[config.mk]
export PLATFORM = sky130hd
export DESIGN_NAME = sorted_array_priority_queue
export DESIGN_NICKNAME = d
export VERILOG_FILES = /design/src/design/sapq_pkg.sv /design/src/design/sapq_ctrl.sv /design/src/design/sapq_dp.sv /design/src/design/sorted_array_priority_queue.sv
export SDC_FILE = /design/constraint.sdc
export NUM_CORES = 1
export LEC_CHECK = 0
export BUFFER_PORTS_ARGS = -buffer_cell sky130_fd_sc_hd__buf_2
export CAP_MARGIN = 15
export CORE_AREA = 4 4 200 202
export CTS_BUF_LIST = sky130_fd_sc_hd__clkbuf_4
export DETAILED_ROUTE_END_ITERATION = 8
export DIE_AREA = 0 0 204 206
export PLACE_DENSITY = 0.55
export SETUP_SLACK_MARGIN = 0.4
export SYNTH_ARGS = -nofsm -noshare
export SYNTH_HDL_FRONTEND = slang
export SYNTH_SLANG_ARGS = --single-unit
[constraint.sdc]
create_clock -name clk_i -period 6.9 [get_ports clk_i]
set_input_delay 2.07 -clock clk_i [delete_from_list [all_inputs] [get_ports clk_i]]
set_output_delay 2.07 -clock clk_i [all_outputs]
set_load 0.005 [all_outputs]
[src/design/sapq_pkg.sv]
// Package for the sorted array priority queue.
// Holds field widths, operation codes, the controller state type and the
// command and status structs. It depends on nothing.
package sapq_pkg;

  localparam int unsigned DepthDef = 8;
  localparam int unsigned PrioW    = 16;
  localparam int unsigned PayW     = 8;
  localparam int unsigned CountW   = 4;
  localparam int unsigned InDataW  = 24;
  localparam int unsigned OutDataW = 32;

  localparam logic FuncInsert = 1'b0;
  localparam logic FuncRemove = 1'b1;

  typedef enum logic [1:0] {
    ST_IDLE = 2'b01,
    ST_OUT  = 2'b10
  } state_e;

  typedef struct packed {
    logic load;
    logic insert;
    logic remove;
    logic ok;
  } cmd_t;

  typedef struct packed {
    logic full;
    logic empty;
  } status_t;

endpackage

[src/design/sapq_ctrl.sv]
// Controller of the sorted array priority queue: handshakes and command decode.
// Depends on sapq_pkg.
module sapq_ctrl (
  input  logic             clk_i,
  input  logic             rst_ni,
  input  logic             in_valid_i,
  input  logic             in_func_i,
  output logic             in_ready_o,
  output logic             out_valid_o,
  input  logic             out_ready_i,
  input  sapq_pkg::status_t status_i,
  output sapq_pkg::cmd_t    cmd_o
);
  import sapq_pkg::*;

  state_e state_q, state_d;
  logic   accept;

  assign out_valid_o = (state_q == ST_OUT);
  assign in_ready_o  = !out_valid_o || out_ready_i;
  assign accept      = in_valid_i && in_ready_o;

  always_comb begin
    state_d = state_q;
    unique case (state_q)
      ST_IDLE: begin
        if (accept) state_d = ST_OUT;
      end
      ST_OUT: begin
        if (accept) state_d = ST_OUT;
        else if (out_ready_i) state_d = ST_IDLE;
      end
      default: state_d = ST_IDLE;
    endcase
  end

  always_comb begin
    cmd_o.load   = accept;
    cmd_o.insert = accept && (in_func_i == FuncInsert) && !status_i.full;
    cmd_o.remove = accept && (in_func_i == FuncRemove) && !status_i.empty;
    cmd_o.ok     = cmd_o.insert || cmd_o.remove;
  end

  always_ff @(posedge clk_i or negedge rst_ni) begin
    if (!rst_ni) begin
      state_q <= ST_IDLE;
    end else begin
      state_q <= state_d;
    end
  end

endmodule

[src/design/sapq_dp.sv]
// Datapath of the sorted array priority queue: slot row, entry count, result register.
// Slots are kept in descending priority order with the top entry in slot 0.
// Depends on sapq_pkg.
module sapq_dp #(
  parameter int unsigned DEPTH = sapq_pkg::DepthDef
) (
  input  logic                           clk_i,
  input  logic                           rst_ni,
  input  sapq_pkg::cmd_t                 cmd_i,
  input  logic signed [sapq_pkg::PrioW-1:0] prio_i,
  input  logic [sapq_pkg::PayW-1:0]      payload_i,
  output sapq_pkg::status_t              status_o,
  output logic                           res_ok_o,
  output logic [sapq_pkg::CountW-1:0]    res_count_o,
  output logic                           res_full_o,
  output logic                           res_empty_o,
  output logic signed [sapq_pkg::PrioW-1:0] res_prio_o,
  output logic [sapq_pkg::PayW-1:0]      res_payload_o
);
  import sapq_pkg::*;

  localparam int unsigned CntW = $clog2(DEPTH + 1);
  localparam logic [CntW-1:0] DepthC = CntW'(DEPTH);

  logic signed [PrioW-1:0] prio_q [DEPTH];
  logic signed [PrioW-1:0] prio_d [DEPTH];
  logic [PayW-1:0]         pay_q  [DEPTH];
  logic [PayW-1:0]         pay_d  [DEPTH];
  logic [DEPTH-1:0]        ge;
  logic [CntW-1:0]         count_q, count_d;

  assign status_o.full  = (count_q == DepthC);
  assign status_o.empty = (count_q == '0);

  always_comb begin
    for (int j = 0; j < DEPTH; j++) begin
      ge[j] = (CntW'(j) < count_q) && (prio_q[j] >= prio_i);
    end
  end

  always_comb begin
    for (int j = 0; j < DEPTH; j++) begin
      prio_d[j] = prio_q[j];
      pay_d[j]  = pay_q[j];
      if (cmd_i.insert && !ge[j]) begin
        if (j == 0) begin
          prio_d[j] = prio_i;
          pay_d[j]  = payload_i;
        end else if (ge[j-1]) begin
          prio_d[j] = prio_i;
          pay_d[j]  = payload_i;
        end else begin
          prio_d[j] = prio_q[j-1];
          pay_d[j]  = pay_q[j-1];
        end
      end else if (cmd_i.remove && (j + 1 < DEPTH)) begin
        prio_d[j] = prio_q[j+1];
        pay_d[j]  = pay_q[j+1];
      end
    end
  end

  always_comb begin
    count_d = count_q;
    if (cmd_i.insert) count_d = count_q + CntW'(1);
    else if (cmd_i.remove) count_d = count_q - CntW'(1);
  end

  always_ff @(posedge clk_i) begin
    for (int j = 0; j < DEPTH; j++) begin
      prio_q[j] <= prio_d[j];
      pay_q[j]  <= pay_d[j];
    end
  end

  always_ff @(posedge clk_i or negedge rst_ni) begin
    if (!rst_ni) begin
      count_q <= '0;
    end else begin
      count_q <= count_d;
    end
  end

  always_ff @(posedge clk_i) begin
    if (cmd_i.load) begin
      res_ok_o    <= cmd_i.ok;
      res_count_o <= CountW'({{CountW{1'b0}}, count_d});
      res_full_o  <= (count_d == DepthC);
      res_empty_o <= (count_d == '0);
      if (count_d == '0) begin
        res_prio_o    <= '0;
        res_payload_o <= '0;
      end else begin
        res_prio_o    <= prio_d[0];
        res_payload_o <= pay_d[0];
      end
    end
  end

endmodule

[src/design/sorted_array_priority_queue.sv]
// The result of an accepted request beat is held in the datapath's result register while the controller is in ST_OUT.
// Throughput: one request per cycle while each result beat is taken; every slot compares and shifts in parallel.
// A new request is taken while the result waits whenever the result is taken too.
// Reset clears the entry count and the output valid; slot contents are not reset.
// Depends on sapq_pkg, sapq_ctrl and sapq_dp.
module sorted_array_priority_queue #(
  parameter int unsigned DEPTH = sapq_pkg::DepthDef
) (
  input  logic                             clk_i,
  input  logic                             rst_ni,
  input  logic                             s_axis_tvalid,
  output logic                             s_axis_tready,
  // Fields from bit 0: priority_req [15:0], payload [23:16].
  input  logic [sapq_pkg::InDataW-1:0]     s_axis_tdata,
  // Fields from bit 0: func.
  input  logic                             s_axis_tuser,
  output logic                             m_axis_tvalid,
  input  logic                             m_axis_tready,
  // Fields from bit 0: ok, count [4:1], is_full, is_empty, top_priority [22:7],
  // top_payload [30:23], zero fill.
  output logic [sapq_pkg::OutDataW-1:0]    m_axis_tdata
);
  import sapq_pkg::*;

  cmd_t                    cmd;
  status_t                 status;
  logic                    res_ok, res_full, res_empty;
  logic [CountW-1:0]       res_count;
  logic signed [PrioW-1:0] res_prio;
  logic [PayW-1:0]         res_payload;

  sapq_ctrl u_ctrl (
    .clk_i       (clk_i),
    .rst_ni      (rst_ni),
    .in_valid_i  (s_axis_tvalid),
    .in_func_i   (s_axis_tuser),
    .in_ready_o  (s_axis_tready),
    .out_valid_o (m_axis_tvalid),
    .out_ready_i (m_axis_tready),
    .status_i    (status),
    .cmd_o       (cmd)
  );

  sapq_dp #(
    .DEPTH (DEPTH)
  ) u_dp (
    .clk_i         (clk_i),
    .rst_ni        (rst_ni),
    .cmd_i         (cmd),
    .prio_i        (s_axis_tdata[PrioW-1:0]),
    .payload_i     (s_axis_tdata[PrioW+PayW-1:PrioW]),
    .status_o      (status),
    .res_ok_o      (res_ok),
    .res_count_o   (res_count),
    .res_full_o    (res_full),
    .res_empty_o   (res_empty),
    .res_prio_o    (res_prio),
    .res_payload_o (res_payload)
  );

  assign m_axis_tdata = {1'b0, res_payload, res_prio, res_empty, res_full, res_count, res_ok};

endmodule

=== After elaboration in Yosys (flattened, before gate mapping) ===
Memory sizes are Yosys's and may differ from the RTL's.
Cells that the tools add are included.

* Mux-type cells: 50
* $add $sub $neg: 2
* Reduce and logical (&&, ||, !) cells: 37
* Divide/modulo/power cells: 0
* $lt $le $gt $ge: 16
* Bitwise gates (word level): 1
* Multipliers: 0
* Equal/unequal tests: 6
* Shift-type cells: 0

{| class="wikitable"
|+ Operators with widths
! cell !! count
|-
| 2-to-1 mux 16 bit || 22
|-
| 2-to-1 mux 8 bit || 22
|-
| >= comparator 16 bit || 8
|-
| logical AND 1 bit || 21
|-
| less-than comparator 3 x 4 -> 1 bit (first input constant) || 4
|-
| zero test 1 bit || 11
|-
| == test 4 bit (second input constant) || 2
|-
| zero test 4 bit || 2
|-
| less-than comparator 1 x 4 -> 1 bit (first input constant) || 2
|-
| less-than comparator 2 x 4 -> 1 bit (first input constant) || 2
|-
| 2-to-1 mux 4 bit || 2
|-
| 2-to-1 mux 2 bit || 3
|-
| adder 4 x 1 -> 4 bit (second input constant) || 1
|-
| case mux 2 bit (2 select lines) || 1
|-
| subtractor 4 x 1 -> 4 bit (second input constant) || 1
|-
| inequality test 3 bit (second input constant) || 1
|-
| == test 2 x 1 -> 1 bit (second input constant) || 1
|-
| == test 2 bit (second input constant) || 1
|-
| logical OR 1 bit || 2
|-
| inequality test 2 x 1 -> 1 bit (second input constant) || 1
|-
| AND reduction 2 bit || 1
|-
| NOT 1 bit || 1
|}

* Bits in registers: 37
* Word-level logic and storage cells: 122
* Output and inout port bits: 34
* RAM bits: 192
* Input port bits: 29
* Memories: 2
* Memory bits (read-only): 0
* Latch bits: 0

{| class="wikitable"
|+ Memory list
! memory !! depth !! bits a word !! rd ports !! clocked after memory_dff !! wr ports !! RTL line !! source
|-
| u_dp.prio_q || 8 || 16 || 8 || 0 || 8 || sapq_dp.sv:25 || <nowiki>logic signed [PrioW-1:0] prio_q [DEPTH];</nowiki>
|-
| u_dp.pay_q || 8 || 8 || 8 || 0 || 8 || sapq_dp.sv:27 || <nowiki>logic [PayW-1:0] pay_q [DEPTH];</nowiki>
|}

=== Longest topological paths before layout ===
Gate-level depths: netlist of the first run.

* Depth in word-level cells: 9
* Gate-level depth with buffers: 12
* Gate-level depth less buffers: 10

=== Modules after synthesis ===
A second synthesis of the first run with hierarchy kept.

* Cell total of the unflattened synthesis: 1301
* Area, all modules: 14257.4 um^2

{| class="wikitable"
|+ By module, submodules not included
! module !! area each (um^2) !! instances !! seq. area each (um^2) !! cells each
|-
| sapq_dp || 14004.7 || 1 || 6556.3 || 1269
|-
| sapq_ctrl || 219.0 || 1 || 51.3 || 27
|-
| sorted_array_priority_queue || 33.8 || 1 || 0.0 || 5
|}

=== Worst setup path after synthesis of the first run ===
OpenSTA, ideal clock, no wires.

* Path kind: in2reg
* From: input port s_axis_tdata[7] (netlist name)
* To: memory u_dp.pay_q[2][0], in the netlist u_dp.pay_q[0][16] (enable)
* Setup slack: 0.335 ns
* Required time: 6.462 ns
* Buffers on the path: 3
* Stages: 11
* Data arrival time: 6.126 ns
* Setup time: 0.438 ns
* Cell sequence: clkbuf_1 inv_1 ha_1 a21oi_1 o21ai_0 a211o_1 or4_1 and3_1 buf_2 buf_2 o21ai_0

{| class="wikitable"
|+ RTL lines
! element !! RTL line !! source
|-
| start, declared || sorted_array_priority_queue.sv:14 || <nowiki>input logic [sapq_pkg::InDataW-1:0] s_axis_tdata,</nowiki>
|-
| end, declared || sapq_dp.sv:27 ||
|}

==> results.cfg, run 1 <==
[clocking]
cts-root-buf = clkbuf_4
holdBufCountCts = 0
cts_resized = 0
cts_tree = yes
path_clk_slew_ns = 0.06
cts_setup_buffers = 0
htreeDepth = 3
cts_buffers = 69
clockBufferDepth = 3
clkLatencyLatePin_ns = 0.75
cts_sinks = 229

[timing]
setup_tns_ns = 0
final_max_slew_viol_count = 0
finClkSkew_ns = 0.06060
fmax_ghz = 0.1843
whs_ns = 0.5316
finalCritPeriodShare_pct = 78.64
rsz0062_at_grt = false
hold_viol = 0
worst_pin_slew_ns = 1.080
min_period_ns = 5.426
setup_viol_count_final = 0
max_slew_margin_pct = 27.97

[route]
vias_per_cell = 5.735
drt-initial-drc-count = 959
wirelength_um = 43320
dr.pass1.iters = 5
vias = 11530
wl_per_cell_um = 21.54
drcViolationCount = 0
drtAntennaViolNets = 0

[setup_path]
critical-path-slowest-cell = nor4_1
worstPathMaxFanout = 48
r2r_end = u_dp.prio_q[0][28]
r2r_start = u_dp.prio_q[0][15]
reg2regPathDepth = 9
setup.worst_path.class = in -> reg
crit_start = s_axis_tdata[15]
path_common_cell = mux2_2
regToRegSetupSlack_ns = 2.99
max_stage_delay_ns = 0.69
worstPathRequired_ns = 7.34
arrival_ns = 5.86
crit_path_end = u_dp.prio_q[0][28]
end_kind = register
critPathLaunchType = input port
critical_path.cell_chain = buf_2, inv_1, ha_1, nand4_1, nor4_1, a21boi_0, o41ai_1, a32oi_4, buf_4, mux2_2, mux2_2

[synthesis]
yosys.area.top_type = edfxtp_1
yosys.area_share.xor_xnor_pct = 0.1736
yosysWarnings = 0
seq_area_frac_synth_pct = 43.66
synth_top_family_by_area = multiplexers
synth_top_cell_area_share_pct = 39.48
synth_compound_area_share_pct = 14.80
postSynthCellCount = 1392
synthesis.nets = 1554
synth_seq_cells = 229
synth.distinct_cells = 69
synthTopCellsByArea = edfxtp_1 39%, ha_1 11%, mux2_2 9.7%
netlist_area_um2 = 15140
ys.flop_type = edfxtp_1
yosys.area_share.simple_pct = 9.920
syn_area_per_cell_um2 = 10.87
async_flop_share_pct = 2.620
synth-edff-count = 199
muxShareOfSynthArea_pct = 16.09
synth_fa_ha_area_share_pct = 10.99

[global_route]
grt_pass1_vias = 11780
antenna_found_initial = 4
grt_max_degree = 72
grt_use_total_pct = 20.47
grt-ovfl-total = 0
grt_pass1_wl_um = 67850

[die]
start_util_pct = 39.53
dieArea_um2 = 42020
pin_count = 63
dieWidth_um = 204
core_area_um2 = 38290
die_h_um = 206
num_rows = 72

[cells_and_area]
final_nets = 1603
final_cell_mix = 199 x edfxtp_1, 133 x ha_1, 131 x mux2_2
final_core_util_pct = 43.86
multi_input_area_um2 = 7965
regArea_um2 = 6608
layout_commonest_cell = edfxtp_1
fillCellCount = 3681
syn2layout_area_growth_pct = 10.95
layout-drive-gt1-share_pct = 23.73

[place]
hpwl_um = 31250
port_buffers = 61
gp_congestion = 0.8836

[power]
p_per_area_nw_per_um2 = 446.1
leakage_nw = 6.811
vdd.ir_drop.worst_uv = 218.7

[hold_path]
hold_path_class = reg -> reg
min_from = u_ctrl.state_q[0]

[flow_run]
maxCapViolCount = 0

[status]
outcome = finished, final reports clean
cell families (layout without fill, tap and decap cells):
logic type | after synthesis | count (layout)
compound gates | 339 | 339
xor+xnor | 3 | 3
fa+ha+maj | 133 | 133
buf+inv | 150 | 250
flops | 229 | 229
mux | 225 | 225
other cells | 1 | 2
simple gates | 312 | 312
cells in the mapped netlist, types with 4 or more instances:
master and count:
a211oi_1 30, a21boi_0 4, a21o_1 10, a21oi_1 93, a222oi_1 21, a22o_1 21
a31oi_1 30, a32oi_1 4, and3_1 26, and4_1 5, buf_1 5, buf_2 24
buf_4 9, buf_6 4, clkbuf_1 70, dfrtp_1 5, dfxtp_1 24, edfxtp_1 199
ha_1 133, inv_1 38, mux2_1 16, mux2_2 131, mux2i_1 78, nand2_1 85
nand2b_1 4, nand3_1 10, nand4_1 28, nor2_1 89, nor2b_1 11, nor3_1 27
nor4_1 4, o211ai_1 9, o21a_1 5, o21ai_0 80, or3_1 6
sequential cells by signal, summed over array words and instances (netlist names):
name	count
u_dp.res_full_o	1
u_dp.count_q	4
u_dp.pay_q	64
u_dp.res_empty_o	1
u_ctrl.state_q	2
u_dp.res_prio_o	16
u_dp.res_payload_o	8
u_dp.res_ok_o	1
u_dp.res_count_o	4
u_dp.prio_q	128
layout make-up:
class                      instances  area share (%)
sequential                       229           39.35
antenna                            1         0.01490
timing repair buffer              90           3.264
inverter                          38          0.8494
clock buffer                     104           4.649
multi-input combinational       1013           47.43
clock inverter                    18          0.5812
tap                              518           3.860
power breakdown:
part / internal (mW) / switching, mW / leakage [nW]
registers: 2.27 / 0.441 / 2.17
logic: 1.54 / 1.90 / 4.11
clock network: 0.724 / 0.619 / 0.534
routing by layer:
metal | global-route usage [%] | part of all wire (%)
met1 | 29.08 | 48
met2 | 31.40 | 43
met3 | 3.735 | 6.6
met4 | 7.514 | 2.4
met5 | 0 | 0.028
how the worst min path moves through the flow:
stage	to	slack, ns	cells past startpoint
final	u_ctrl.state_q[0]	0.53	2
after global routing	u_dp.pay_q[1][17]	0.57	1
after CTS	u_ctrl.state_q[0]	0.53	2
after detailed placement	u_ctrl.state_q[0]	0.52	2
after global placement	u_ctrl.state_q[0]	0.51	2
after floorplan	u_ctrl.state_q[0]	0.49	2
metrics by stage:
step / std cells / total power [mW] / setup WS (ns) / instance area [um2]
detailed placement: 1888 / 6.144 / 0.8551 / 15910
finish: 2011 / 7.491 / 1.474 / 16790
global placement: 1888 / 6.088 / 0.8556 / 15910
floorplan: 1392 / 5.127 / 0.6280 / 15140
CTS: 2010 / 7.532 / 1.619 / 16790
global route: 2011 / 8.040 / 1.379 / 16790
worst max-delay path: cells and delay by family:
family | cells | cell delay, ns
buf+inv | 3 | 0.95
simple gates | 2 | 0.98
mux | 2 | 0.67
fa+ha+maj | 1 | 0.43
compound gates | 3 | 0.75
No activity file was read; power rests on OpenSTA's default activity.
==> run 2: changes to the inputs <==
Clock period 6.9 ns to 5 ns, I/O delays scaled along.
==> results.cfg, run 2 (synthesis gave the netlist of run 1 again) <==
[setup_path]
path_common_cell = mux2_2
critical_path.cell_chain = buf_2, inv_2, ha_1, nand4_1, nor4_1, a21boi_0, o41ai_1, a32oi_4, buf_4, mux2_2, mux2_2
crit_start = s_axis_tdata[14]
critical_path_buf_inv_count = 3
r2r_end = u_dp.prio_q[0][23]
cp_top_family = compound AO/OA/AOI/OAI gates
worstPathRequired_ns = 5.46
end_kind = register
setup.worst_path.class = in -> reg
worstPathMaxFanout = 19
critPathLaunchType = input port
arrival_ns = 4.62
cp.depth = 11
reg2regPathDepth = 9
critical-path-slowest-cell = nor4_1
crit_path_end = u_dp.prio_q[0][23]
r2r_start = u_dp.prio_q[0][15]
max_stage_delay_ns = 0.48
regToRegSetupSlack_ns = 1.69

[status]
outcome = finished, final reports clean

[timing]
hold_viol = 0
worst_pin_slew_ns = 0.7598
final_max_slew_viol_count = 0
rsz0062_at_grt = false
setup_tns_ns = 0
finClkSkew_ns = 0.04785
fmax_ghz = 0.2406
max_slew_margin_pct = 49.35
whs_ns = 0.5342
min_period_ns = 4.157
setup_viol_count_final = 0
finalWorstSetupSlack_ns = 0.8432
finalCritPeriodShare_pct = 83.14

[place]
dp.cells = 1915
port_buffers = 61
gp_congestion = 0.8631
dpl_cell_area_um2 = 16210
hpwl_um = 31660
post-place-ws_ns = 0.1187

[flow_run]
maxCapViolCount = 0

[global_route]
grt_max_degree = 51
grt_pass1_wl_um = 67830
grt-ovfl-total = 0
antenna_found_initial = 3
grt_use_total_pct = 20.55
grt_pass1_vias = 11670

[cells_and_area]
finalNonFillerCells = 2025
layout_commonest_cell = edfxtp_1
reg_top3 = u_dp.prio_q (128), u_dp.pay_q (64), u_dp.res_prio_o (16)
syn2layout_area_growth_pct = 12.35
final_cell_mix = 199 x edfxtp_1, 133 x ha_1, 131 x mux2_2
fillCellCount = 3697
final_core_util_pct = 44.42
largest_reg_flops = 128
largest_register = u_dp.prio_q
fin_area_um2 = 17010
layout-drive-gt1-share_pct = 24.78
final_nets = 1628

[die]
dieArea_um2 = 42020
start_util_pct = 39.53
dieWidth_um = 204
num_rows = 72
core_area_um2 = 38290
pin_count = 63
die_h_um = 206

[hold_path]
hold_path_depth = 2
min_from = u_ctrl.state_q[0]
hold_path_class = reg -> reg

[route]
drt-initial-drc-count = 972
wirelength_um = 43270
drtAntennaViolNets = 0
drcViolationCount = 0
vias_per_cell = 5.717
dr.pass1.iters = 7
vias = 11580
wl_per_cell_um = 21.37

[clocking]
cts-root-buf = clkbuf_4
clkLatencyLatePin_ns = 0.73
holdBufCountCts = 0
path_clk_slew_ns = 0.07
htreeDepth = 3
cts_buffers = 67
cts_setup_buffers = 0
cts_tree = yes
cts_resized = 0
clockBufferDepth = 3
cts_sinks = 229

[power]
seqPwrFrac_pct = 35.9
switching_share_pct = 39.26
leakage_nw = 6.904
p_int_mw = 6.323
p_comb_share_pct = 47.5
pwr-share-clk_pct = 16.6
p_per_area_nw_per_um2 = 612.2
vdd.ir_drop.worst_uv = 265.6
p_switching_mw = 4.087
report.power.total_mw = 10.41
-- run 2: cell types whose count changed in the layout (fill, tap and decap cells not counted), sizes merged --
| cell | previous run | this run |
|---|---|---|
| diode | 1 | 2 |
| clkbuf | 104 | 95 |
| clkinv | 14 | 11 |
| inv | 41 | 39 |
| buf | 90 | 117 |
-- run 2: worst min-delay path by stage --
stage,end,slack (ns)
after global routing,u_dp.count_q[2],0.56
final,u_ctrl.state_q[0],0.53
after CTS,u_dp.count_q[2],0.53
after detailed placement,u_ctrl.state_q[0],0.53
after global placement,u_ctrl.state_q[0],0.51
after floorplan,u_ctrl.state_q[0],0.49
-- run 2: power groups by stage --
stage               Clock (mW)  Combinational [mW]  Sequential, mW
finish                    1.73                4.95            3.73
global route              1.91                5.46            3.81
CTS                       1.80                4.96            3.72
detailed placement           0                4.94            3.75
global placement             0                4.82            3.75
floorplan                    0                3.61            3.48
-- run 2: layout make-up --
cell class	instances	area, um2	area share, %
multi-input cells	1013	7975	46.90
repair buffers	117	838.3	4.930
clock buffers	95	713.2	4.194
diodes	2	5.005	0.02943
well taps	518	648.1	3.811
clock inverters	13	75.07	0.4415
inverters	38	142.6	0.8388
flip-flops and latches	229	6608	38.86
-- run 2: routing by layer --
metal  share of wire [%]  vias to the layer above  track usage [%]
met3                 6.1                       67            3.891
li1                    -                     5528                -
met1                  47                     5613            28.63
met2                  45                      367            32.56
met5               0.030                        -                0
met4                 2.2                        2            6.581
-- run 2: tightest hold or removal path, stage by stage, from the launching register on --
cell and delay (ns):
dfstp_2 0.37, inv_1 0.06, o22ai_1 0.09
==> run 3: changes to the inputs <==
Settings changed: ABC_AREA from default to 1, PLACE_DENSITY 0.55 to 0.57.
Clock period 5 ns to 3.5 ns, I/O delays scaled along.
==> results.cfg, run 3 <==
[status]
outcome = finished, final reports clean

[setup_path]
cp_top_family = simple AND/OR/NAND/NOR gates
arrival_ns = 3.40
end_kind = register
worstPathRequired_ns = 3.91
crit_start = s_axis_tdata[15]
critical_path_buf_inv_count = 5
setup.worst_path.class = in -> reg
critical-path-slowest-cell = ha_1
critical_path.cell_chain = buf_2, clkinvlp_4, buf_2, ha_1, nand2_1, nor2_2, nand2_1, nor2_1, nand2_1, nand4_1, nand3_2, a21oi_4, inv_2, buf_4, nand2_1, nand2_1
path_common_cell = nand2_1
max_stage_delay_ns = 0.35
r2r_start = u_ctrl.state_q[0]
worstPathMaxFanout = 24
critPathLaunchType = input port

[timing]
fmax_ghz = 0.3336
max_slew_margin_pct = 53.56
rsz0062_at_grt = true
min_period_ns = 2.997
setup_viol_count_final = 0
finClkSkew_ns = 0.04913
finalCritPeriodShare_pct = 85.63
hold_viol = 0
final_max_slew_viol_count = 0
whs_ns = 0.1831
worst_pin_slew_ns = 0.6956

[route]
wl_met2_um = 18660
drtAntennaViolNets = 0
vias = 12940
vias_per_cell = 4.880
dr_wl_met3_um = 2244
dr.pass1.iters = 5
drt-initial-drc-count = 850
met1_length_um = 19510
drcViolationCount = 0
top_layer_used = met4
wl_per_cell_um = 15.71
wirelength_um = 41650

[global_route]
grt_max_degree = 34
grt_use_total_pct = 19.66
grt-ovfl-total = 0
grt_pass1_vias = 12830
grt_pass1_wl_um = 67060
antenna_found_initial = 2

[die]
die_h_um = 206
pin_count = 63
dieArea_um2 = 42020
num_rows = 72
core_area_um2 = 38290
start_util_pct = 39.53
dieWidth_um = 204

[power]
p_switching_mw = 6.693
p_int_mw = 8.387
switching_share_pct = 44.38
p_comb_share_pct = 49.1
p_per_area_nw_per_um2 = 869.2
leakage_nw = 8.734
vdd.ir_drop.worst_uv = 520.8
report.power.total_mw = 15.08
seqPwrFrac_pct = 34.6
pwr-share-clk_pct = 16.3

[synthesis]
async_flop_share_pct = 2.620
yosys.area.top_type = edfxtp_1
synth_top_cell_area_share_pct = 39.48
synth_seq_cells = 229
seq_area_frac_synth_pct = 43.66
yosysMostFrequentCell = nand2_1
syn_area_per_cell_um2 = 7.749
synthesis.nets = 2115
postSynthCellCount = 1953
synthTopCellsByArea = edfxtp_1 39%, nand2_1 22%, ha_1 11%
ys.flop_type = edfxtp_1
synth.distinct_cells = 39
synth-edff-count = 199
yosys-top-cells-count = 903 x nand2_1, 221 x nand3_1, 199 x edfxtp_1, 146 x inv_1, 133 x ha_1
netlist_area_um2 = 15130
yosysWarnings = 0

[cells_and_area]
fin_area_um2 = 17350
final_nets = 2250
reg_top3 = u_dp.prio_q (128), u_dp.pay_q (64), u_dp.res_prio_o (16)
layout_commonest_cell = nand2_1
final_cell_mix = 894 x nand2_1, 221 x nand3_1, 199 x edfxtp_1
largest_register = u_dp.prio_q
syn2layout_area_growth_pct = 14.63
layout-drive-gt1-share_pct = 14.50
largest_reg_flops = 128

[clocking]
clockBufferDepth = 3
cts_sinks = 229
path_clk_slew_ns = 0.08
holdBufCountCts = 0
cts-root-buf = clkbuf_4
cts_buffers = 67
cts_tree = yes
clkLatencyLatePin_ns = 0.69
htreeDepth = 3

[place]
dpl_cell_area_um2 = 16430
port_buffers = 61
hpwl_um = 32830
gp_congestion = 0.8774

[flow_run]
maxCapViolCount = 0

[hold_path]
hold_path_class = in -> async
run 3: cell types whose count changed after synthesis, sizes merged, moves of 26 or more:
cell	previous run	this run
nor3	28	2
inv	38	153
o21ai	81	41
a211oi	30	0
nand2	85	916
mux2i	78	23
a21oi	94	54
nand3	10	227
clkbuf	70	19
mux2	147	0
and3	26	0
a31oi	31	0
nor2	89	60
run 3: cell type report:
| class | instances | area, um2 |
|---|---|---|
| tap | 518 | 648.1 |
| clock buffer | 101 | 758.2 |
| clock inverter | 11 | 41.29 |
| inverter | 154 | 594.3 |
| sequential | 229 | 6608 |
| fill | 3856 | 20940 |
| antenna | 2 | 5.005 |
| timing repair buffer | 149 | 1051 |
| multi-input combinational | 1487 | 7644 |
run 3: timing repair:
item	4_1_cts	5_1_grt
gates resized for setup	2	13
setup buffers	0	9
pin swaps	0	0
setup endpoints to repair	24	75
run 3: per-layer routing:
metal,up-vias,track usage (%)
li1,6711,-
met1,5807,26.92
met2,341,31.77
met3,79,3.107
met4,0,7.131
met5,-,0
run 3: logic make-up after synthesis:
logic type	after synthesis	synth area share [%]
multiplexers	23	1.521
flip-flops	229	43.66
buffers and inverters	237	6.787
AO/OA/AOI/OAI	106	3.836
XOR/XNOR	3	0.2233
adder cells (fa/ha/maj)	133	11.00
AND/OR/NAND/NOR	1221	32.95
other	1	0.02478
run 3: worst paths after layout:
path | endpoint | slack (ns) | cells past startpoint
max | u_dp.prio_q[1][3] | 0.50 | 16
min | u_dp.count_q[2] | 0.18 | 1
max reg2reg | u_dp.prio_q[0][18] | 0.58 | 12
min reg2reg | u_dp.pay_q[1][19] | 0.51 | 2
max in group asynchronous | u_ctrl.state_q[0] | 3.05 | 1
min in group clk_i | u_dp.pay_q[1][19] | 0.51 | 2
run 3: power groups by stage:
stage / clock network (mW) / registers (mW) / logic [mW]
2_1_floorplan: 0 / 5.06 / 5.30
3_3_place_gp: 0 / 5.23 / 7.23
3_5_place_dp: 0 / 5.25 / 7.38
4_1_cts: 2.55 / 5.21 / 7.40
5_1_grt: 2.70 / 5.33 / 8.54
6_report: 2.45 / 5.22 / 7.41
run 3: stage by stage:
step                      instances  utilization (%)  setup TNS [ns]  setup WS (ns)
after floorplan                1953                -               0         0.2385
after CTS                      2640            45.03               0         0.4294
after global routing           2651            45.31               0         0.3953
after detailed placement       2528            42.92          -23.28        -0.3661
after global placement         2528            42.92          -19.20        -0.3367
final                          2651            45.31               0         0.5028
